## config.mk

```make
export PLATFORM = sky130hd
export DESIGN_NAME = boundary_avoid_drive_sequencer_core
export DESIGN_NICKNAME = d
export VERILOG_FILES = /design/src/rtl/core/badseq_pkg.sv /design/src/rtl/core/boundary_avoid_drive_sequencer_core.sv /design/src/rtl/core/badseq_front.sv /design/src/rtl/core/badseq_cmdq.sv /design/src/rtl/core/badseq_back.sv
export SDC_FILE = /design/constraint.sdc
export NUM_CORES = 1
export LEC_CHECK = 0
export ABC_AREA = 1
export BUFFER_PORTS_ARGS = -buffer_cell sky130_fd_sc_hd__buf_2
export CAP_MARGIN = 20
export CELL_PAD_IN_SITES_DETAIL_PLACEMENT = 0
export CELL_PAD_IN_SITES_GLOBAL_PLACEMENT = 1
export CORE_MARGIN = 2
export CORE_UTILIZATION = 30
export DETAILED_ROUTE_END_ITERATION = 6
export HOLD_SLACK_MARGIN = 0.15
export PLACE_DENSITY_LB_ADDON = 0.1
export SLEW_MARGIN = 10
export SYNTH_ARGS = -nofsm -noshare
export SYNTH_HDL_FRONTEND = slang
export SYNTH_SLANG_ARGS = --single-unit
```

## constraint.sdc

```tcl
create_clock -name clk_i -period 7.3 [get_ports clk_i]
set_input_delay 1.46 -clock clk_i [delete_from_list [all_inputs] [get_ports clk_i]]
set_output_delay 1.46 -clock clk_i [all_outputs]
set_load 0.03 [all_outputs]
```

## src/rtl/core/badseq_pkg.sv

```systemverilog
// Types and constants of the boundary-avoid drive sequencer.
// Used by every module of the block; depends on nothing.
`timescale 1ns / 1ps

package badseq_pkg;

  localparam int unsigned SpeedW = 8;
  localparam int unsigned TickW  = 8;
  localparam int unsigned PctW   = 7;
  localparam int unsigned ProdW  = 16;

  localparam logic [SpeedW-1:0] SpeedMax  = 8'd150;
  localparam logic [TickW-1:0]  TickMax   = 8'hFF;
  localparam logic [7:0]        BoostBase = 8'd100;

  // Right speed divide by 100: x / 100 == (x * 5243) >> 19 for x < 43690.
  // Products at or above 151 * 100 clamp anyway.
  localparam int unsigned       DivRecip  = 5243;
  localparam int unsigned       DivShift  = 19;
  localparam int unsigned       QuotW     = 27;
  localparam int unsigned       SmallW    = 14;
  localparam logic [ProdW-1:0]  ClampProd = 16'((150 + 1) * 100);

  localparam logic [7:0]        RstForwardSpeed = 8'd70;
  localparam logic [7:0]        RstReverseSpeed = 8'd70;
  localparam logic [7:0]        RstSpinSpeed    = 8'd70;
  localparam logic [PctW-1:0]   RstBoostPct     = 7'd15;
  localparam logic [7:0]        RstBrakeTicks   = 8'd3;
  localparam logic [7:0]        RstReverseTicks = 8'd15;
  localparam logic [7:0]        RstSpinTicks    = 8'd50;
  localparam logic [7:0]        RstHitNeeded    = 8'd2;

  typedef enum logic [2:0] {
    CFG_FORWARD_SPEED    = 3'd0,
    CFG_REVERSE_SPEED    = 3'd1,
    CFG_SPIN_SPEED       = 3'd2,
    CFG_RIGHT_BOOST_PCT  = 3'd3,
    CFG_BRAKE_TICKS      = 3'd4,
    CFG_REVERSE_TICKS    = 3'd5,
    CFG_SPIN_TICKS       = 3'd6,
    CFG_HIT_COUNT_NEEDED = 3'd7
  } cfg_idx_e;

  typedef enum logic {
    REQ_TICK  = 1'b0,
    REQ_START = 1'b1
  } req_e;

  typedef enum logic [4:0] {
    MODE_STOP  = 5'b00001,
    MODE_FWD   = 5'b00010,
    MODE_BRAKE = 5'b00100,
    MODE_BACK  = 5'b01000,
    MODE_TURN  = 5'b10000
  } mode_e;

  typedef enum logic [2:0] {
    FR_STOP   = 3'd0,
    FR_FWD    = 3'd1,
    FR_BACK   = 3'd2,
    FR_TURN_L = 3'd3,
    FR_TURN_R = 3'd4
  } frame_e;

  typedef struct packed {
    logic [SpeedW-1:0] forward_speed;
    logic [SpeedW-1:0] reverse_speed;
    logic [SpeedW-1:0] spin_speed;
    logic [PctW-1:0]   right_boost_pct;
    logic [TickW-1:0]  brake_ticks;
    logic [TickW-1:0]  reverse_ticks;
    logic [TickW-1:0]  spin_ticks;
    logic [7:0]        hit_count_needed;
  } cfg_t;

  typedef struct packed {
    logic req_type;
    logic left_on_line;
    logic right_on_line;
    logic random_left;
  } in_item_t;

  typedef struct packed {
    logic              left_reverse;
    logic [SpeedW-1:0] left_speed;
    logic              right_reverse;
    logic [SpeedW-1:0] right_speed;
    logic              last;
  } out_item_t;

  // Frames caused by one input transaction, oldest in slot 0.
  typedef struct packed {
    frame_e [2:0] frames;
    logic   [1:0] cnt;
  } cmd_t;

endpackage

```

## src/rtl/core/boundary_avoid_drive_sequencer_core.sv

```systemverilog
// Boundary-avoid drive sequencer: takes one tick or start transaction per cycle and emits
// zero to three motor frames for it, one frame per cycle while the output is not stalled, the
// last one flagged. The front end updates the mode state in the cycle a transaction is accepted
// and hands a frame command to a two-entry queue; the back end turns each command into frames
// through a two-stage pipeline (boost multiply, then divide by 100 and clamp), so a frame
// passes the queue, the stage-one register and the output register, and a transaction's frames
// leave one after another. Sustained rate is set by that single frame pipeline. Input stalls
// only when the queue is full. Configuration writes are always ready and take effect at once.
// Depends on badseq_pkg, badseq_front, badseq_cmdq, badseq_back.
`timescale 1ns / 1ps

module boundary_avoid_drive_sequencer_core #(
  parameter int unsigned KEEPALIVE_PERIOD = 5
) (
  input  logic                  clk_i,
  input  logic                  rst_ni,
  input  logic                  in_valid_i,
  output logic                  in_stall_o,
  input  badseq_pkg::in_item_t  in_data_i,
  output logic                  out_valid_o,
  input  logic                  out_stall_i,
  output badseq_pkg::out_item_t out_data_o,
  input  logic                  cfg_valid_i,
  output logic                  cfg_ready_o,
  input  logic [2:0]            cfg_index_i,
  input  logic [7:0]            cfg_data_i
);
  import badseq_pkg::*;

  cfg_t cfg_q;
  logic q_full, q_valid, push, pop;
  cmd_t push_cmd, head_cmd;

  assign cfg_ready_o = 1'b1;

  always_ff @(posedge clk_i or negedge rst_ni) begin
    if (!rst_ni) begin
      cfg_q.forward_speed    <= RstForwardSpeed;
      cfg_q.reverse_speed    <= RstReverseSpeed;
      cfg_q.spin_speed       <= RstSpinSpeed;
      cfg_q.right_boost_pct  <= RstBoostPct;
      cfg_q.brake_ticks      <= RstBrakeTicks;
      cfg_q.reverse_ticks    <= RstReverseTicks;
      cfg_q.spin_ticks       <= RstSpinTicks;
      cfg_q.hit_count_needed <= RstHitNeeded;
    end else if (cfg_valid_i && cfg_ready_o) begin
      unique case (cfg_idx_e'(cfg_index_i))
        CFG_FORWARD_SPEED:    cfg_q.forward_speed    <= cfg_data_i;
        CFG_REVERSE_SPEED:    cfg_q.reverse_speed    <= cfg_data_i;
        CFG_SPIN_SPEED:       cfg_q.spin_speed       <= cfg_data_i;
        CFG_RIGHT_BOOST_PCT:  cfg_q.right_boost_pct  <= cfg_data_i[PctW-1:0];
        CFG_BRAKE_TICKS:      cfg_q.brake_ticks      <= cfg_data_i;
        CFG_REVERSE_TICKS:    cfg_q.reverse_ticks    <= cfg_data_i;
        CFG_SPIN_TICKS:       cfg_q.spin_ticks       <= cfg_data_i;
        CFG_HIT_COUNT_NEEDED: cfg_q.hit_count_needed <= cfg_data_i;
        default: ;
      endcase
    end
  end

  badseq_front #(
    .KEEPALIVE_PERIOD(KEEPALIVE_PERIOD)
  ) u_front (
    .clk_i     (clk_i),
    .rst_ni    (rst_ni),
    .in_valid_i(in_valid_i),
    .in_stall_o(in_stall_o),
    .in_data_i (in_data_i),
    .cfg_i     (cfg_q),
    .q_full_i  (q_full),
    .push_o    (push),
    .cmd_o     (push_cmd)
  );

  badseq_cmdq u_cmdq (
    .clk_i     (clk_i),
    .rst_ni    (rst_ni),
    .push_i    (push),
    .push_cmd_i(push_cmd),
    .full_o    (q_full),
    .pop_i     (pop),
    .valid_o   (q_valid),
    .head_o    (head_cmd)
  );

  badseq_back u_back (
    .clk_i      (clk_i),
    .rst_ni     (rst_ni),
    .cfg_i      (cfg_q),
    .q_valid_i  (q_valid),
    .q_head_i   (head_cmd),
    .pop_o      (pop),
    .out_valid_o(out_valid_o),
    .out_stall_i(out_stall_i),
    .out_data_o (out_data_o)
  );

endmodule

```

## src/rtl/core/badseq_front.sv

```systemverilog
// Front end: accepts transactions, runs the mode sequencer, queues frame commands.
// Depends on badseq_pkg.
`timescale 1ns / 1ps

module badseq_front #(
  parameter int unsigned KEEPALIVE_PERIOD = 5
) (
  input  logic                 clk_i,
  input  logic                 rst_ni,
  input  logic                 in_valid_i,
  output logic                 in_stall_o,
  input  badseq_pkg::in_item_t in_data_i,
  input  badseq_pkg::cfg_t     cfg_i,
  input  logic                 q_full_i,
  output logic                 push_o,
  output badseq_pkg::cmd_t     cmd_o
);
  import badseq_pkg::*;

  localparam int unsigned      PhW      = $clog2(KEEPALIVE_PERIOD + 1);
  localparam logic [PhW-1:0]   PhPeriod = PhW'(KEEPALIVE_PERIOD);

  mode_e            mode_q, mode_d;
  logic [TickW-1:0] ticks_q, ticks_d, ticks_inc;
  logic [PhW-1:0]   phase_q, phase_d, phase_inc;
  logic [7:0]       hits_q, hits_d, hits_inc;
  logic             left_q, left_d;
  logic             accept, ka, hit;
  frame_e [2:0]     fr_d;
  logic [1:0]       nfr;

  assign in_stall_o = q_full_i;
  assign accept     = in_valid_i & ~q_full_i;
  assign ticks_inc  = (ticks_q == TickMax) ? ticks_q : ticks_q + 8'd1;
  assign hits_inc   = (hits_q == 8'hFF) ? hits_q : hits_q + 8'd1;
  assign phase_inc  = phase_q + PhW'(1);
  assign ka         = (phase_inc >= PhPeriod);
  assign hit        = in_data_i.left_on_line | in_data_i.right_on_line;

  always_comb begin
    mode_d  = mode_q;
    ticks_d = ticks_q;
    phase_d = phase_q;
    hits_d  = hits_q;
    left_d  = left_q;
    fr_d    = {FR_STOP, FR_STOP, FR_STOP};
    nfr     = 2'd0;
    if (in_data_i.req_type == REQ_START) begin
      mode_d  = MODE_FWD;
      ticks_d = '0;
      phase_d = '0;
      hits_d  = '0;
      fr_d[0] = FR_FWD;
      nfr     = 2'd1;
    end else begin
      ticks_d = ticks_inc;
      phase_d = ka ? '0 : phase_inc;
      if (ka) begin
        unique case (mode_q)
          MODE_FWD: begin
            fr_d[nfr] = FR_FWD;
            nfr = nfr + 2'd1;
          end
          MODE_STOP, MODE_BRAKE: begin
            fr_d[nfr] = FR_STOP;
            nfr = nfr + 2'd1;
          end
          MODE_BACK: begin
            fr_d[nfr] = FR_BACK;
            nfr = nfr + 2'd1;
          end
          default: ;
        endcase
      end
      unique case (mode_q)
        MODE_STOP: ;
        MODE_FWD: begin
          if (hit) begin
            hits_d = hits_inc;
            if (hits_inc >= cfg_i.hit_count_needed) begin
              mode_d    = MODE_BRAKE;
              ticks_d   = '0;
              phase_d   = '0;
              hits_d    = '0;
              fr_d[nfr] = FR_STOP;
              nfr       = nfr + 2'd1;
            end
          end else begin
            hits_d = '0;
          end
        end
        MODE_BRAKE: begin
          if (ticks_inc >= cfg_i.brake_ticks) begin
            mode_d    = MODE_BACK;
            ticks_d   = '0;
            phase_d   = '0;
            fr_d[nfr] = FR_BACK;
            nfr       = nfr + 2'd1;
          end
        end
        MODE_BACK: begin
          fr_d[nfr] = FR_BACK;
          nfr       = nfr + 2'd1;
          if (ticks_inc >= cfg_i.reverse_ticks) begin
            left_d    = in_data_i.random_left;
            mode_d    = MODE_TURN;
            ticks_d   = '0;
            phase_d   = '0;
            fr_d[nfr] = in_data_i.random_left ? FR_TURN_L : FR_TURN_R;
            nfr       = nfr + 2'd1;
          end
        end
        MODE_TURN: begin
          fr_d[nfr] = left_q ? FR_TURN_L : FR_TURN_R;
          nfr       = nfr + 2'd1;
          if (ticks_inc >= cfg_i.spin_ticks) begin
            mode_d    = MODE_FWD;
            ticks_d   = '0;
            phase_d   = '0;
            hits_d    = '0;
            fr_d[nfr] = FR_FWD;
            nfr       = nfr + 2'd1;
          end
        end
        default: begin
          fr_d[nfr] = FR_STOP;
          nfr       = nfr + 2'd1;
          mode_d    = MODE_FWD;
          ticks_d   = '0;
          phase_d   = '0;
        end
      endcase
    end
  end

  assign push_o      = accept & (nfr != 2'd0);
  assign cmd_o.frames = fr_d;
  assign cmd_o.cnt    = nfr;

  always_ff @(posedge clk_i or negedge rst_ni) begin
    if (!rst_ni) begin
      mode_q  <= MODE_STOP;
      ticks_q <= '0;
      phase_q <= '0;
      hits_q  <= '0;
      left_q  <= 1'b0;
    end else if (accept) begin
      mode_q  <= mode_d;
      ticks_q <= ticks_d;
      phase_q <= phase_d;
      hits_q  <= hits_d;
      left_q  <= left_d;
    end
  end

endmodule

```

## src/rtl/core/badseq_cmdq.sv

```systemverilog
// Two-entry command queue between front and back end.
// Depends on badseq_pkg.
`timescale 1ns / 1ps

module badseq_cmdq (
  input  logic             clk_i,
  input  logic             rst_ni,
  input  logic             push_i,
  input  badseq_pkg::cmd_t push_cmd_i,
  output logic             full_o,
  input  logic             pop_i,
  output logic             valid_o,
  output badseq_pkg::cmd_t head_o
);
  import badseq_pkg::*;

  cmd_t       mem_q [2];
  logic       wr_ptr_q, rd_ptr_q;
  logic [1:0] cnt_q;
  logic       do_push, do_pop;

  assign full_o  = (cnt_q == 2'd2);
  assign valid_o = (cnt_q != 2'd0);
  assign head_o  = mem_q[rd_ptr_q];
  assign do_push = push_i & ~full_o;
  assign do_pop  = pop_i & valid_o;

  always_ff @(posedge clk_i) begin
    if (do_push) begin
      mem_q[wr_ptr_q] <= push_cmd_i;
    end
  end

  always_ff @(posedge clk_i or negedge rst_ni) begin
    if (!rst_ni) begin
      wr_ptr_q <= 1'b0;
      rd_ptr_q <= 1'b0;
      cnt_q    <= 2'd0;
    end else begin
      if (do_push) begin
        wr_ptr_q <= ~wr_ptr_q;
      end
      if (do_pop) begin
        rd_ptr_q <= ~rd_ptr_q;
      end
      unique case ({do_push, do_pop})
        2'b10:   cnt_q <= cnt_q + 2'd1;
        2'b01:   cnt_q <= cnt_q - 2'd1;
        default: cnt_q <= cnt_q;
      endcase
    end
  end

endmodule

```

## src/rtl/core/badseq_back.sv

```systemverilog
// Back end: unrolls queued commands into motor frames, one per cycle unless the output stalls.
// Two stages: speed select and boost product, then divide by 100 and clamp. Depends on badseq_pkg.
`timescale 1ns / 1ps

module badseq_back (
  input  logic                  clk_i,
  input  logic                  rst_ni,
  input  badseq_pkg::cfg_t      cfg_i,
  input  logic                  q_valid_i,
  input  badseq_pkg::cmd_t      q_head_i,
  output logic                  pop_o,
  output logic                  out_valid_o,
  input  logic                  out_stall_i,
  output badseq_pkg::out_item_t out_data_o
);
  import badseq_pkg::*;

  logic [1:0]        idx_q;
  logic              advance, take, is_last;
  frame_e            cur;
  logic              lrev, rrev;
  logic [SpeedW-1:0] lspd, rspd;
  logic [ProdW-1:0]  prod;

  logic              s1_valid_q;
  logic              s1_lrev_q, s1_rrev_q, s1_last_q;
  logic [SpeedW-1:0] s1_lspd_q;
  logic [ProdW-1:0]  s1_prod_q;

  logic              out_valid_q;
  out_item_t         out_data_q;
  logic [QuotW-1:0]  quot;
  logic [SpeedW-1:0] rspd_fin;

  assign advance = ~out_valid_q | ~out_stall_i;
  assign take    = advance & q_valid_i;
  assign cur     = q_head_i.frames[idx_q];
  assign is_last = (idx_q == (q_head_i.cnt - 2'd1));
  assign pop_o   = take & is_last;

  always_comb begin
    unique case (cur)
      FR_FWD: begin
        lrev = 1'b0; lspd = cfg_i.forward_speed;
        rrev = 1'b0; rspd = cfg_i.forward_speed;
      end
      FR_BACK: begin
        lrev = 1'b1; lspd = cfg_i.reverse_speed;
        rrev = 1'b1; rspd = cfg_i.reverse_speed;
      end
      FR_TURN_L: begin
        lrev = 1'b1; lspd = cfg_i.spin_speed;
        rrev = 1'b0; rspd = cfg_i.spin_speed;
      end
      FR_TURN_R: begin
        lrev = 1'b0; lspd = cfg_i.spin_speed;
        rrev = 1'b1; rspd = cfg_i.spin_speed;
      end
      default: begin
        lrev = 1'b0; lspd = '0;
        rrev = 1'b0; rspd = '0;
      end
    endcase
  end

  assign prod = ProdW'(rspd) * (ProdW'(BoostBase) + ProdW'(cfg_i.right_boost_pct));

  assign quot     = QuotW'(s1_prod_q[SmallW-1:0]) * QuotW'(DivRecip);
  assign rspd_fin = (s1_prod_q >= ClampProd) ? SpeedMax : SpeedW'(quot >> DivShift);

  always_ff @(posedge clk_i or negedge rst_ni) begin
    if (!rst_ni) begin
      idx_q       <= 2'd0;
      s1_valid_q  <= 1'b0;
      out_valid_q <= 1'b0;
    end else begin
      if (take) begin
        idx_q <= is_last ? 2'd0 : idx_q + 2'd1;
      end
      if (advance) begin
        s1_valid_q  <= take;
        out_valid_q <= s1_valid_q;
      end
    end
  end

  always_ff @(posedge clk_i) begin
    if (take) begin
      s1_lrev_q <= lrev;
      s1_rrev_q <= rrev;
      s1_last_q <= is_last;
      s1_lspd_q <= (lspd > SpeedMax) ? SpeedMax : lspd;
      s1_prod_q <= prod;
    end
    if (advance && s1_valid_q) begin
      out_data_q.left_reverse  <= s1_lrev_q;
      out_data_q.left_speed    <= s1_lspd_q;
      out_data_q.right_reverse <= s1_rrev_q;
      out_data_q.right_speed   <= rspd_fin;
      out_data_q.last          <= s1_last_q;
    end
  end

  assign out_valid_o = out_valid_q;
  assign out_data_o  = out_data_q;

endmodule

```

# Word level (Yosys, flattened, before mapping)
# Memory sizes are Yosys's and may differ from the RTL's.
# Cells that the tools add are included.
[classes] n_addsub=10 n_mul=2 magnitude_cmp=12 eq_ne=28 muxes=67 bitwise=22 n_reduce_logical=23
[op_table] cell="two-way mux 8 bit" n=12
[op_table] cell="two-way mux 3 bit" n=15
[op_table] cell="two-way mux 9 bit" n=5
[op_table] cell="case mux 9 bit (5 select lines)" n=1
[op_table] cell="case mux 8 bit (5 select lines)" n=1
[op_table] cell=">= comparator 8 bit" n=4
[op_table] cell="two-way mux 5 bit" n=6
[op_table] cell="multiplier 14 x 13 -> 27 bit (second input constant)" n=1
[op_table] cell="case mux 5 bit (5 select lines)" n=1
[op_table] cell="case mux 8 bit (3 select lines)" n=1
[op_table] cell="bitwise mux 9 bit" n=2
[op_table] cell="two-way mux 2 bit" n=9
[op_table] cell="adder 8 x 1 -> 8 bit (second input constant)" n=2
[op_table] cell="== test 8 bit (second input constant)" n=2
[op_table] cell=">= comparator 16 x 14 -> 1 bit (second input constant)" n=1
[op_table] cell="multiplier 8 x 16 -> 16 bit" n=1
[op_table] cell="case mux 8 bit (2 select lines)" n=1
[op_table] cell="AND reduction 2 bit" n=8
[op_table] cell="== test 3 bit (second input constant)" n=5
[op_table] cell="!= test 3 x 2 -> 1 bit (second input constant)" n=5
[op_table] cell="case mux 3 bit (5 select lines)" n=1
[op_table] cell="demux 3 bit (select 2 bit)" n=2
[op_table] cell="== test 3 x 2 -> 1 bit (second input constant)" n=4
[op_table] cell="inverter 6 bit" n=2
[op_table] cell="41 further kinds" n=72
[word_totals] reg_bits=142 ram_bits=22 input_bits=20 output_inout_bits=22 memories=1
[mem_list] name="u_cmdq.mem_q" depth=2 word_bits=11 rd=1 rd_clocked_by_memory_dff=0 wr=1 line_no="badseq_cmdq.sv:17" rtl="cmd_t mem_q [2];"

# Depth between registers and ports, before layout
# Gate-level depths: netlist of run 1.
[logic_depth] depth_word=15 ltp_mapped=30 depth_no_buf=30

# Modules after synthesis
# From an unflattened synthesis of run 1, not the netlist that was laid out.
[unflattened] cells_unflattened=1700 hier_area_um2=14675.3
[by_module_without_submodules] mod="badseq_back" n_inst=1 cells_each=873 area_each_um2=7938.9 seq_area_each_um2=1481.4
[by_module_without_submodules] mod="badseq_front" n_inst=1 cells_each=446 area_each_um2=3056.7 seq_area_each_um2=626.9
[by_module_without_submodules] mod="boundary_avoid_drive_sequencer_core" n_inst=1 cells_each=292 area_each_um2=2653.8 seq_area_each_um2=1605.3
[by_module_without_submodules] mod="badseq_cmdq" n_inst=1 cells_each=89 area_each_um2=1026.0 seq_area_each_um2=760.7

# Worst setup path after synthesis of run 1
# Ideal clock, no wire load.
[synth_timing] path_type="register to register" startpoint="reg u_back.idx_q[0]" endpoint="reg u_back.s1_prod_q[15], data pin" setup_time_ns=0.261 t_arrival_ns=4.970 t_required_ns=7.039 slack_ns=2.069 path_stages_with_launch=30 n_path_buf=0 synth_period_minus_slack_ns=5.231 cell_sequence="dfrtp_1 inv_2 nand2_2 nor3_4 inv_2 nand2_4 nor2_4 nand2_2 inv_2 nand2_1 nand3_1 inv_1 nor2_1 fa_1 inv_1 fa_1 inv_1 fa_1 inv_1 fa_1 inv_1 ha_1 nand2_1 nor3_1 nor2_1 o21ai_0 a21oi_1 nor2_1 nor2_1 xor2_1"
[synth_between] elab_chain_len=6 word_cells_on_any_way=9 classes_between="1 x mul; 4 x eq/ne; 3 x mux; 1 x reduce/logical"
[synth_rtl] item="start: declaration" line_no="badseq_back.sv:18" rtl="logic [1:0] idx_q;"
[synth_rtl] item="start signal: assignment" line_no="badseq_back.sv:78" rtl="idx_q <= is_last ? 2'd0 : idx_q + 2'd1;"
[synth_rtl] item="binary-select mux 3 bit (select 2 bit) *" line_no="badseq_back.sv:37" rtl="assign cur = q_head_i.frames[idx_q];"
[synth_rtl] item="two-way mux 3 bit (implied by the code) *" line_no="badseq_back.sv:37"
[synth_rtl] item="== test 3 x 2 -> 1 bit / == test 3 bit (equally long branches)" line_no="badseq_back.sv:42" rtl="unique case (cur)"
[synth_rtl] item="OR reduction 2 bit (no source line)"
[synth_rtl] item="case mux 8 bit (3 select lines) *" line_no="badseq_back.sv:42"
[synth_rtl] item="multiplier 8 x 16 -> 16 bit *" line_no="badseq_back.sv:66" rtl="assign prod = ProdW'(rspd) * (ProdW'(BoostBase) + ProdW'(cfg_i.right_boost_pct));"
[synth_rtl] item="via u_back.prod[15]" line_no="badseq_back.sv:23" rtl="logic [ProdW-1:0] prod;"
[synth_rtl] item="end signal: assignment" line_no="badseq_back.sv:93" rtl="s1_prod_q <= prod;"
[synth_rtl] item="end: declaration" line_no="badseq_back.sv:28" rtl="logic [ProdW-1:0] s1_prod_q;"
# The timed path passes the listed nets; every way through them passes the cells marked *. The select of a mux whose other input is x is not followed.
# A chain may end at the register's enable or synchronous reset.

# Worst setup path in the final report of run 1
[layout_timing] startpoint="reg u_cmdq.rd_ptr_q" endpoint="reg u_back.s1_prod_q[15], data pin"
[layout_between] elab_chain_len=7 word_cells_on_any_way=10 classes_between="1 x mul; 4 x eq/ne; 3 x mux; 1 x reduce/logical; 1 x memory"
[layout_rtl] item="start: declaration" line_no="badseq_cmdq.sv:18" rtl="logic wr_ptr_q, rd_ptr_q;"
[layout_rtl] item="start signal: assignment" line_no="badseq_cmdq.sv:44" rtl="rd_ptr_q <= ~rd_ptr_q;"
[layout_rtl] item="memory read (2 x 11 bit) *"
[layout_rtl] item="binary-select mux 3 bit (select 2 bit) *" line_no="badseq_back.sv:37"
[layout_rtl] item="two-way mux 3 bit (implied by the code) *" line_no="badseq_back.sv:37"
[layout_rtl] item="== test 3 x 2 -> 1 bit / == test 3 bit (equally long branches)" line_no="badseq_back.sv:42"
[layout_rtl] item="OR reduction 2 bit (no source line)"
[layout_rtl] item="case mux 8 bit (3 select lines) *" line_no="badseq_back.sv:42"
[layout_rtl] item="multiplier 8 x 16 -> 16 bit *" line_no="badseq_back.sv:66"
[layout_rtl] item="via u_back.prod[15]" line_no="badseq_back.sv:23"
# Marked as above.

==> impl_metrics.yaml, run 1 <==
run_status:
  status: "finished, final reports clean"
worst_setup_path:
  path_common_cell: "inv_1"
  r2r_setup_slack_ns: 1.34
  startpoint_type: "register"
  crit_type: "register to register"
  r2r_end: "u_back.s1_prod_q[15]$_DFFE_PP_"
  crit_path_end: "u_back.s1_prod_q[15]$_DFFE_PP_"
  r2r_start: "u_cmdq.rd_ptr_q$_DFFE_PN0P_"
  end_kind: "register"
  required_ns: 7.53
  cp.arrival_ns: 6.19
  cpPeakStageDelay_ns: 0.62
  reg2reg_depth: 30
  slowest_stage: "dfrtp_1"
  crit_start: "u_cmdq.rd_ptr_q$_DFFE_PN0P_"
  crit_fanout: 13
grt:
  track_usage: 0.1558
  grt-ovfl-total: 0
  grt_max_degree: 52
  antenna_found_initial: 0
  grt_pass1_wl_mm: 56.31
  grt_pass1_vias: 10160
logic_synthesis:
  ys_ff_latch: 164
  synth_nets: 1849
  synth_edf_count: 68
  syn_avg_cell_area_um2: 8.931
  ys.flop_type: "dfrtp_1"
  ys_types: 58
  ys_async_sr_fraction: 0.5854
  yosysWarnings: 0
  syn-cell-area_um2: 13820
  synth_cells: 1547
  synth_seq_area_share: 0.3238
cts:
  clockBufferDepth: 2
  htreeDepth: 4
  cts_setup_buffers: 0
  worstSkewPairLatency_ns: 0.49
  cts.sink_count: 164
  cts_tree: "built"
  cts.clk_slew.worst_paths_ns: 0.07
  cts_root_buffer: "clkbuf_16"
  cts_made_buffers: 17
  cts_resized: 0
  cts_hold_buf: 0
floorplan:
  fp.dieH_um: 218.6
  dieArea_um2: 47790
  ios: 42
  die_x_um: 218.6
  rows: 78
  start_util: 0.3045
  fp.coreArea_um2: 45380
timing:
  timing.fmax_mhz: 167.8
  rsz0062_at_grt: "no"
  fin_crit_sh: 0.8164
  finalSetupViolCount: 0
  clock_skew_ns: 0.01377
  tns_ns: 0
  report.final.slew_viol_count: 0
  layout_min_cycle_time_ns: 5.960
  tightest_slew_ns: 1.042
  relSlewSlack: 0.3001
  hold_viol_final: 0
detailed_routing:
  totalWireLength_mm: 34.60
  post_drt_wl_per_cell_um: 15.66
  drt_iter0_drc: 462
  vias: 9961
  drc: 0
  drtPass1Iterations: 5
  vias_per_cell: 4.509
  antenna_left: 0
place:
  portBuffers: 40
  gp_congestion: 0.7924
  place_hpwl_mm: 27.78
layout:
  area_delta_synth_final_pct: 11.12
  n_antenna_cell: 0
  fillers: 4836
  drive_gt1_frac: 0.1007
  layout_commonest_cell: "inv_1"
  layout_common_cells: "310 x inv_1, 250 x nand2_1, 183 x ha_1"
  fin_nets: 1898
worst_hold_path:
  worst_hold_path_type: "register to register"
job:
  drv_cap: 0
## kinds of logic (layout without fill, tap and decap cells)
logic type | count (synthesis) | after routing | share of synthesized area
xor gates and xnor gates | 31 | 31 | 0.01965
other | 1 | 1 | 0.0002714
and+or+nand+nor | 504 | 504 | 0.1642
AOI/OAI and AO/OA | 224 | 224 | 0.08829
DFF | 164 | 164 | 0.3238
adders and majority gates | 282 | 282 | 0.3092
muxes | 2 | 2 | 0.001539
buffers and inverters | 339 | 401 | 0.09309
## synthesized netlist by cell type (2+ instances only)
cell	number	area [um2]
inv_2	11	41.29
clkbuf_1	14	52.55
o21ai_0	115	575.6
ha_1	183	2290
nand3b_1	3	22.52
nand2_4	2	22.52
nand4_1	16	100.1
nor2_2	5	31.28
nand2_1	250	938.4
xnor2_1	12	105.1
nor2_4	6	67.56
a21oi_1	70	350.3
dfrtp_1	72	1802
nor3_1	12	60.06
nor2_1	122	457.9
o211ai_1	2	15.01
a31oi_1	4	25.02
a311oi_1	2	17.52
nor2_8	3	60.06
inv_1	310	1164
o21ai_1	5	25.02
dfstp_2	24	630.6
xor2_1	19	166.4
edfxtp_1	68	2042
o21bai_1	2	15.01
nand3_2	3	30.03
nor4_1	4	25.02
o21a_1	2	15.01
nand2_2	17	106.4
fa_1	99	1982
o22ai_1	3	18.77
nand3_1	54	270.3
a211oi_1	7	52.55
nor3_2	2	20.02
## layer usage
metal	share of wire	vias to the layer above	track usage
li1	-	5061	-
met1	0.48	4809	0.2091
met2	0.48	66	0.2562
met3	0.019	25	0.02658
met4	0.014	0	0.04649
met5	0	-	0
## area by class of cell
class | count | area, um2 | area share
Inverter | 323 | 1215 | 0.07913
Timing Repair Buffer | 46 | 269.0 | 0.01752
Multi-Input combinational cell | 1044 | 8075 | 0.5260
Clock inverter | 14 | 136.4 | 0.008883
Clock buffer | 18 | 432.9 | 0.02820
Tap cell | 600 | 750.7 | 0.04890
Sequential cell | 164 | 4474 | 0.2914
## worst min path at each step
stage,startpoint,end,slack [ns],depth (start not counted)
2_1_floorplan,u_back.s1_last_q$_DFFE_PP_,u_back.out_data_o[0]$_DFFE_PP_,0.40,0
3_3_place_gp,u_back.s1_rrev_q$_DFFE_PP_,u_back.out_data_o[9]$_DFFE_PP_,0.40,0
3_5_place_dp,u_back.s1_lspd_q[2]$_SDFFCE_PN1P_,u_back.out_data_o[12]$_DFFE_PP_,0.41,0
4_1_cts,u_back.s1_lspd_q[2]$_SDFFCE_PN1P_,u_back.out_data_o[12]$_DFFE_PP_,0.42,0
5_1_grt,u_back.s1_lspd_q[2]$_SDFFCE_PN1P_,u_back.out_data_o[12]$_DFFE_PP_,0.43,0
6_report,u_back.s1_lspd_q[2]$_SDFFCE_PN1P_,u_back.out_data_o[12]$_DFFE_PP_,0.42,0
## worst max-delay path, delay by kind of cell, from the launching register on
kind / cells / cell delay (ns)
compound gates: 2 / 0.38
fa+ha+maj: 5 / 2.42
flops: 1 / 0.62
buf+inv: 7 / 0.70
xor+xnor: 1 / 0.13
simple gates: 15 / 1.46
## sequential cells by signal (all words and copies together) (netlist names), 2 cells and up
signal             flops
u_back.s1_prod_q      16
u_back.idx_q           2
u_front.hits_q         8
u_front.ticks_q        8
u_back.out_data_o     19
u_cmdq.cnt_q           2
u_cmdq.mem_q          22
u_back.s1_lspd_q       8
cfg_q                 63
u_front.phase_q        3
u_front.mode_q         5
## through the flow
stage          worst slack (ns)  area [um2]  cells  hold WS [ns]    util
4_1_cts                   1.302       15310   2206        0.4237  0.3374
3_5_place_dp              1.323       14740   2174        0.4061  0.3248
2_1_floorplan             2.069       13820   1547        0.4003       -
5_1_grt                  0.8292       15350   2209        0.4273  0.3383
6_report                  1.340       15350   2209        0.4220  0.3383
3_3_place_gp              1.417       14740   2174        0.4028  0.3248
Power of run 1 is left out: the tool's default activity adds up to more than one toggle a clock period on the data nets, which glitch-free logic cannot reach.
==> inputs of run 2 (changes only) <==
- clock period: 7.3 -> 5.4 ns (I/O delays scaled with it)
==> run 2 against run 1 <==
Against the previous run: register-to-register slack worse by 1.2 ns; worst hold slack worse by 0.00063 ns; cell count up 3.1%; sequential share of layout area down 1.7 points; die area unchanged; cell area up 6.1%; utilization up 2.1 points; wire length up 3.1%; non-clock buffer count up 68; global-route usage up 0.16 points; flip-flop and latch count unchanged; first-iteration DRC count down 19%; critical endpoint unchanged.
==> impl_metrics.yaml, run 2 (synthesized netlist as in run 1, its figures left out) <==
cts:
  cts_tree: "built"
  cts_made_buffers: 17
  htreeDepth: 4
  clockBufferDepth: 2
  worstSkewPairLatency_ns: 0.49
  cts_hold_buf: 0
  cts_root_buffer: "clkbuf_16"
  cts.clk_slew.worst_paths_ns: 0.07
  cts.sink_count: 164
detailed_routing:
  totalWireLength_mm: 35.68
  antenna_left: 0
  drt_iter0_drc: 375
  vias_per_cell: 4.478
  post_drt_wl_per_cell_um: 15.66
  vias: 10200
  drc: 0
  drtPass1Iterations: 5
timing:
  fin_crit_sh: 0.9753
  rsz0062_at_grt: "yes"
  report.final.slew_viol_count: 0
  finalSetupViolCount: 0
  hold_viol_final: 0
  timing.fmax_mhz: 189.9
  relSlewSlack: 0.3604
  tightest_slew_ns: 0.9559
  layout_min_cycle_time_ns: 5.267
  clock_skew_ns: 0.01152
job:
  drv_cap: 0
worst_setup_path:
  r2r_end: "u_back.s1_prod_q[15]$_DFFE_PP_"
  startpoint_type: "register"
  required_ns: 5.63
  cp.arrival_ns: 5.50
  r2r_setup_slack_ns: 0.13
  r2r_start: "u_cmdq.rd_ptr_q$_DFFE_PN0P_"
  path_common_cell: "inv_2"
  cpPeakStageDelay_ns: 0.53
  slowest_stage: "fa_1"
  crit_type: "register to register"
  crit_fanout: 6
  end_kind: "register"
  reg2reg_depth: 30
grt:
  track_usage: 0.1574
  grt-ovfl-total: 0
  antenna_found_initial: 0
  grt_pass1_vias: 10300
  gr-usage-met1: 0.2079
  grt_util_met3: 0.03145
  grt_pass1_wl_mm: 56.86
  busiest_layer: "met2"
  grt_max_degree: 60
  use_met2: 0.2607
layout:
  largest-register: "cfg_q"
  fin_util: 0.3590
  area_delta_synth_final_pct: 17.92
  fillers: 4797
  largest_reg_flops: 63
  layout_common_cells: "300 x inv_1, 237 x nand2_1, 177 x ha_1"
  n_antenna_cell: 0
  regArea_um2: 4476
  fin_nets: 1967
  layout_commonest_cell: "inv_1"
  drive_gt1_frac: 0.1794
  multiInputGateArea_um2: 8441
place:
  portBuffers: 40
  place_hpwl_mm: 28.75
  gp_congestion: 0.7910
floorplan:
  die_x_um: 218.6
  fp.coreArea_um2: 45380
  dieArea_um2: 47790
  start_util: 0.3045
  rows: 78
  fp.dieH_um: 218.6
  ios: 42
run_status:
  status: "finished, final reports clean"
worst_hold_path:
  worst_hold_path_type: "register to register"
  hp-start: "u_back.s1_lspd_q[4]$_SDFFCE_PN1P_"
  min_to: "u_back.out_data_o[14]$_DFFE_PP_"
  whs_path_depth: 0
[run 2: changes by cell type in the layout (fill, tap and decap cells not counted), sizes merged]
| cell | before | now |
|---|---|---|
| inv | 332 | 331 |
| buf | 46 | 114 |
| clkinvlp | 3 | 2 |
| bufinv | 0 | 1 |
| clkinv | 2 | 4 |
[run 2: stage by stage]
stage / hold WS [ns] / worst slack [ns] / area, um2 / instances / setup TNS, ns
floorplan: 0.4003 / 0.1694 / 13820 / 1547 / 0
global placement: 0.4100 / -0.06380 / 15150 / 2228 / -0.06380
detailed placement: 0.4071 / -0.09152 / 15150 / 2228 / -0.1218
CTS: 0.4235 / 0.008464 / 15750 / 2261 / 0
global route: 0.4341 / -0.1295 / 16290 / 2278 / -0.1673
finish: 0.4213 / 0.1335 / 16290 / 2278 / 0
[run 2: layout make-up]
class	count	area share
Clock buffer	18	0.02695
Clock inverter	14	0.009599
Inverter	323	0.07518
Multi-Input combinational cell	1044	0.5180
Sequential cell	164	0.2747
Tap cell	600	0.04608
Timing Repair Buffer	114	0.04915
Timing Repair inverter	1	0.0003072
[run 2: timing repair]
item / CTS / global route
pin swaps: 2 / 59
resized for setup: 1 / 108
hold endpoints to repair: 0 / 0
setup endpoints to repair: 2 / 6
setup buffers: 1 / 16
cloned: 0 / 1
[run 2: worst max-delay path, delay by kind of cell, from the launching register on]
family          cells  cell delay, ns
fa+ha+maj           5            2.07
simple gates       14            1.30
xor+xnor            1            0.13
compound gates      2            0.25
flops               1            0.47
buf+inv             8            0.82
[run 2: per-layer routing]
layer / vias to the layer above / part of all wire
met1: 4897 / 0.48
li1: 5202 / -
met5: - / 0
met4: 0 / 0.012
met3: 28 / 0.022
met2: 75 / 0.49
[run 2: worst max-delay path by stage]
stage	startpoint	to	cells past startpoint
after detailed placement	u_cmdq.rd_ptr_q$_DFFE_PN0P_	u_back.s1_prod_q[15]$_DFFE_PP_	28
after global placement	u_cmdq.rd_ptr_q$_DFFE_PN0P_	u_back.s1_prod_q[15]$_DFFE_PP_	28
final	u_cmdq.rd_ptr_q$_DFFE_PN0P_	u_back.s1_prod_q[15]$_DFFE_PP_	30
after floorplan	u_back.idx_q[0]$_DFFE_PN0P_	u_back.s1_prod_q[15]$_DFFE_PP_	29
after global routing	u_cmdq.rd_ptr_q$_DFFE_PN0P_	u_back.s1_prod_q[15]$_DFFE_PP_	31
after CTS	u_cmdq.rd_ptr_q$_DFFE_PN0P_	u_back.s1_prod_q[15]$_DFFE_PP_	28
Power of run 2 is left out for the same reason.
==> inputs of run 3 (changes only) <==
- ABC_AREA: 1 -> default
==> run 3 against run 2 <==
Against the previous run: the flow now finishes with violations (negative setup slack); critical path depth is 7 lower; cell count shrank 9.2%; count of clock-buffer cells in the layout decreased by 1; via count shrank 6.3%; wire length down 3.8%; die area shrank 0.83%; cell area grew 2.5%; synthesized cell count shrank 17%; largest cell class unchanged; worst hold slack gained 0.0061 ns; flip-flop and latch count stayed put; critical endpoint is now u_back.s1_prod_q[13]$_DFFE_PP_.
==> impl_metrics.yaml, run 3 <==
cts:
  cts_tree: "built"
  cts.clk_slew.worst_paths_ns: 0.07
  cts_root_buffer: "clkbuf_16"
  clockBufferDepth: 2
  worstSkewPairLatency_ns: 0.46
  cts_hold_buf: 0
  cts.sink_count: 164
  htreeDepth: 4
  cts_made_buffers: 17
detailed_routing:
  antenna_left: 0
  post_drt_wl_per_cell_um: 16.60
  drc: 0
  vias_per_cell: 4.623
  vias: 9561
  drt_iter0_drc: 364
  totalWireLength_mm: 34.34
  drtPass1Iterations: 5
worst_hold_path:
  whs_path_depth: 0
  worst_hold_path_type: "register to register"
layout:
  largest_reg_flops: 63
  fillers: 4528
  multiInputGateArea_um2: 8648
  layout_commonest_cell: "inv_1"
  n_antenna_cell: 0
  drive_gt1_frac: 0.2568
  largest-register: "cfg_q"
  area_delta_synth_final_pct: 21.84
  regArea_um2: 4477
  fin_nets: 1757
  layout_common_cells: "215 x inv_1, 174 x ha_1, 117 x buf_4"
logic_synthesis:
  synth_nets: 1587
  syn_avg_cell_area_um2: 10.66
  synth_edf_count: 68
  synthTopCellsByArea: "ha_1 17%, edfxtp_1 15%, fa_1 14%"
  yosysWarnings: 0
  ys.flop_type: "dfrtp_1"
  ys_ff_latch: 164
  synth_most_common_cell: "inv_1"
  synth_cells: 1285
  yosys.area.top_type: "ha_1"
  syn-cell-area_um2: 13700
  synthTopCellsByCount: "221 x inv_1, 183 x ha_1, 99 x fa_1, 72 x dfrtp_1, 68 x edfxtp_1"
  ys_types: 77
  synth_seq_area_share: 0.3266
  ys_async_sr_fraction: 0.5854
  synth_largest_type_area_fraction: 0.1671
timing:
  tightest_slew_ns: 1.016
  clock_skew_ns: 0.009725
  hold_viol_final: 0
  fin_ws_ns: -0.05024
  rsz0062_at_grt: "yes"
  relSlewSlack: 0.3166
  timing.fmax_mhz: 183.5
  fin_crit_sh: 1.009
  layout_min_cycle_time_ns: 5.450
  finalSetupViolCount: 2
  report.final.slew_viol_count: 0
floorplan:
  rows: 78
  start_util: 0.3032
  dieArea_um2: 47390
  fp.dieH_um: 217.7
  ios: 42
  die_x_um: 217.7
  fp.coreArea_um2: 45190
place:
  gp_congestion: 0.7677
  place_hpwl_mm: 27.36
  portBuffers: 40
  place_ws_ns: -0.5158
grt:
  grt_util_met3: 0.02148
  busiest_layer: "met2"
  antenna_found_initial: 0
  use_met2: 0.2709
  gr-usage-met1: 0.1985
  grt_pass1_wl_mm: 56.24
  track_usage: 0.1547
  grt_pass1_vias: 10060
  grt-ovfl-total: 0
  grt_max_degree: 65
worst_setup_path:
  crit_type: "register to register"
  cpPeakStageDelay_ns: 0.53
  reg2reg_depth: 23
  startpoint_type: "register"
  end_kind: "register"
  crit_fanout: 6
  cp.arrival_ns: 5.66
  required_ns: 5.61
  slowest_stage: "fa_1"
  crit_chain: "buf_6 -> mux2i_4 -> nor3_4 -> buf_12 -> o211a_4 -> buf_6 -> a22o_1 -> a22oi_2 -> inv_2 -> nand2_2 -> fa_1 -> fa_1 -> inv_2 -> fa_1 -> inv_2 -> fa_1 -> inv_2 -> ha_4 -> a21o_1 -> a31o_4 -> a41oi_4 -> nand2b_1 -> xor2_1"
run_status:
  violations: "negative setup slack"
  status: "finished, violations left"
job:
  drv_cap: 0
==> run 3: cells by family (layout without fill, tap and decap cells) <==
kind of cell,count (synthesis),count (layout),synth area share
adders and majority gates,282,282,0.3118
xor gates and xnor gates,35,35,0.02237
DFF,164,164,0.3266
other,1,1,0.0002737
AOI/OAI and AO/OA,191,191,0.09735
buffers and inverters,247,430,0.06941
muxes,71,71,0.05717
and+or+nand+nor,294,294,0.1151
==> run 3: layer usage <==
metal	wire, um	share of wire
met1	15710	0.46
met2	17490	0.51
met3	639	0.019
met4	501	0.015
met5	0	0
==> run 3: area by class of cell <==
type | instances | area share
Multi-Input combinational cell | 874 | 0.5181
Sequential cell | 164 | 0.2682
Inverter | 222 | 0.04992
Clock inverter | 15 | 0.01109
Clock buffer | 17 | 0.02548
Timing Repair Buffer | 176 | 0.08230
Tap cell | 600 | 0.04497
==> run 3: what timing repair did <==
action | 4_1_cts | 5_1_grt
gates resized for setup | 37 | 36
buffers inserted | 11 | 12
endpoints found under the setup margin | 12 | 33
pin swaps | 20 | 47
==> run 3: critical path, delay by kind of cell, from the launching register on <==
| family | cells | cell delay [ns] |
|---|---|---|
| compound gates | 6 | 1.38 |
| xor+xnor | 1 | 0.14 |
| flops | 1 | 0.43 |
| fa+ha+maj | 5 | 2.13 |
| simple gates | 3 | 0.22 |
| mux | 1 | 0.25 |
| buf+inv | 7 | 0.64 |
==> run 3: path summary, 6_finish.rpt <==
kind                                                         to  slack (ns)                         startpoint
worst max register to register   u_back.s1_prod_q[13]$_DFFE_PP_       -0.05        u_cmdq.rd_ptr_q$_DFFE_PN0P_
min in group asynchronous        u_front.ticks_q[2]$_DFFE_PN0P_        0.70                             rst_ni
worst min-delay path            u_back.out_data_o[15]$_DFFE_PP_        0.43  u_back.s1_lspd_q[5]$_SDFFCE_PN0P_
worst max-delay path             u_back.s1_prod_q[13]$_DFFE_PP_       -0.05        u_cmdq.rd_ptr_q$_DFFE_PN0P_
worst min register to register  u_back.out_data_o[15]$_DFFE_PP_        0.43  u_back.s1_lspd_q[5]$_SDFFCE_PN0P_
max in group asynchronous           u_cmdq.rd_ptr_q$_DFFE_PN0P_        3.70                             rst_ni
==> run 3: through the flow <==
step	hold slack [ns]	instances	setup TNS [ns]	util	cell area, um2
after floorplan	0.4003	1285	0	-	13840
after global placement	0.4018	2012	-3.289	0.3431	15500
after detailed placement	0.4102	2012	-3.932	0.3431	15500
after CTS	0.4322	2055	-0.1743	0.3632	16410
after global routing	0.4476	2068	-0.8778	0.3694	16690
final	0.4274	2068	-0.08461	0.3694	16690
Power of run 3 is left out for the same reason.
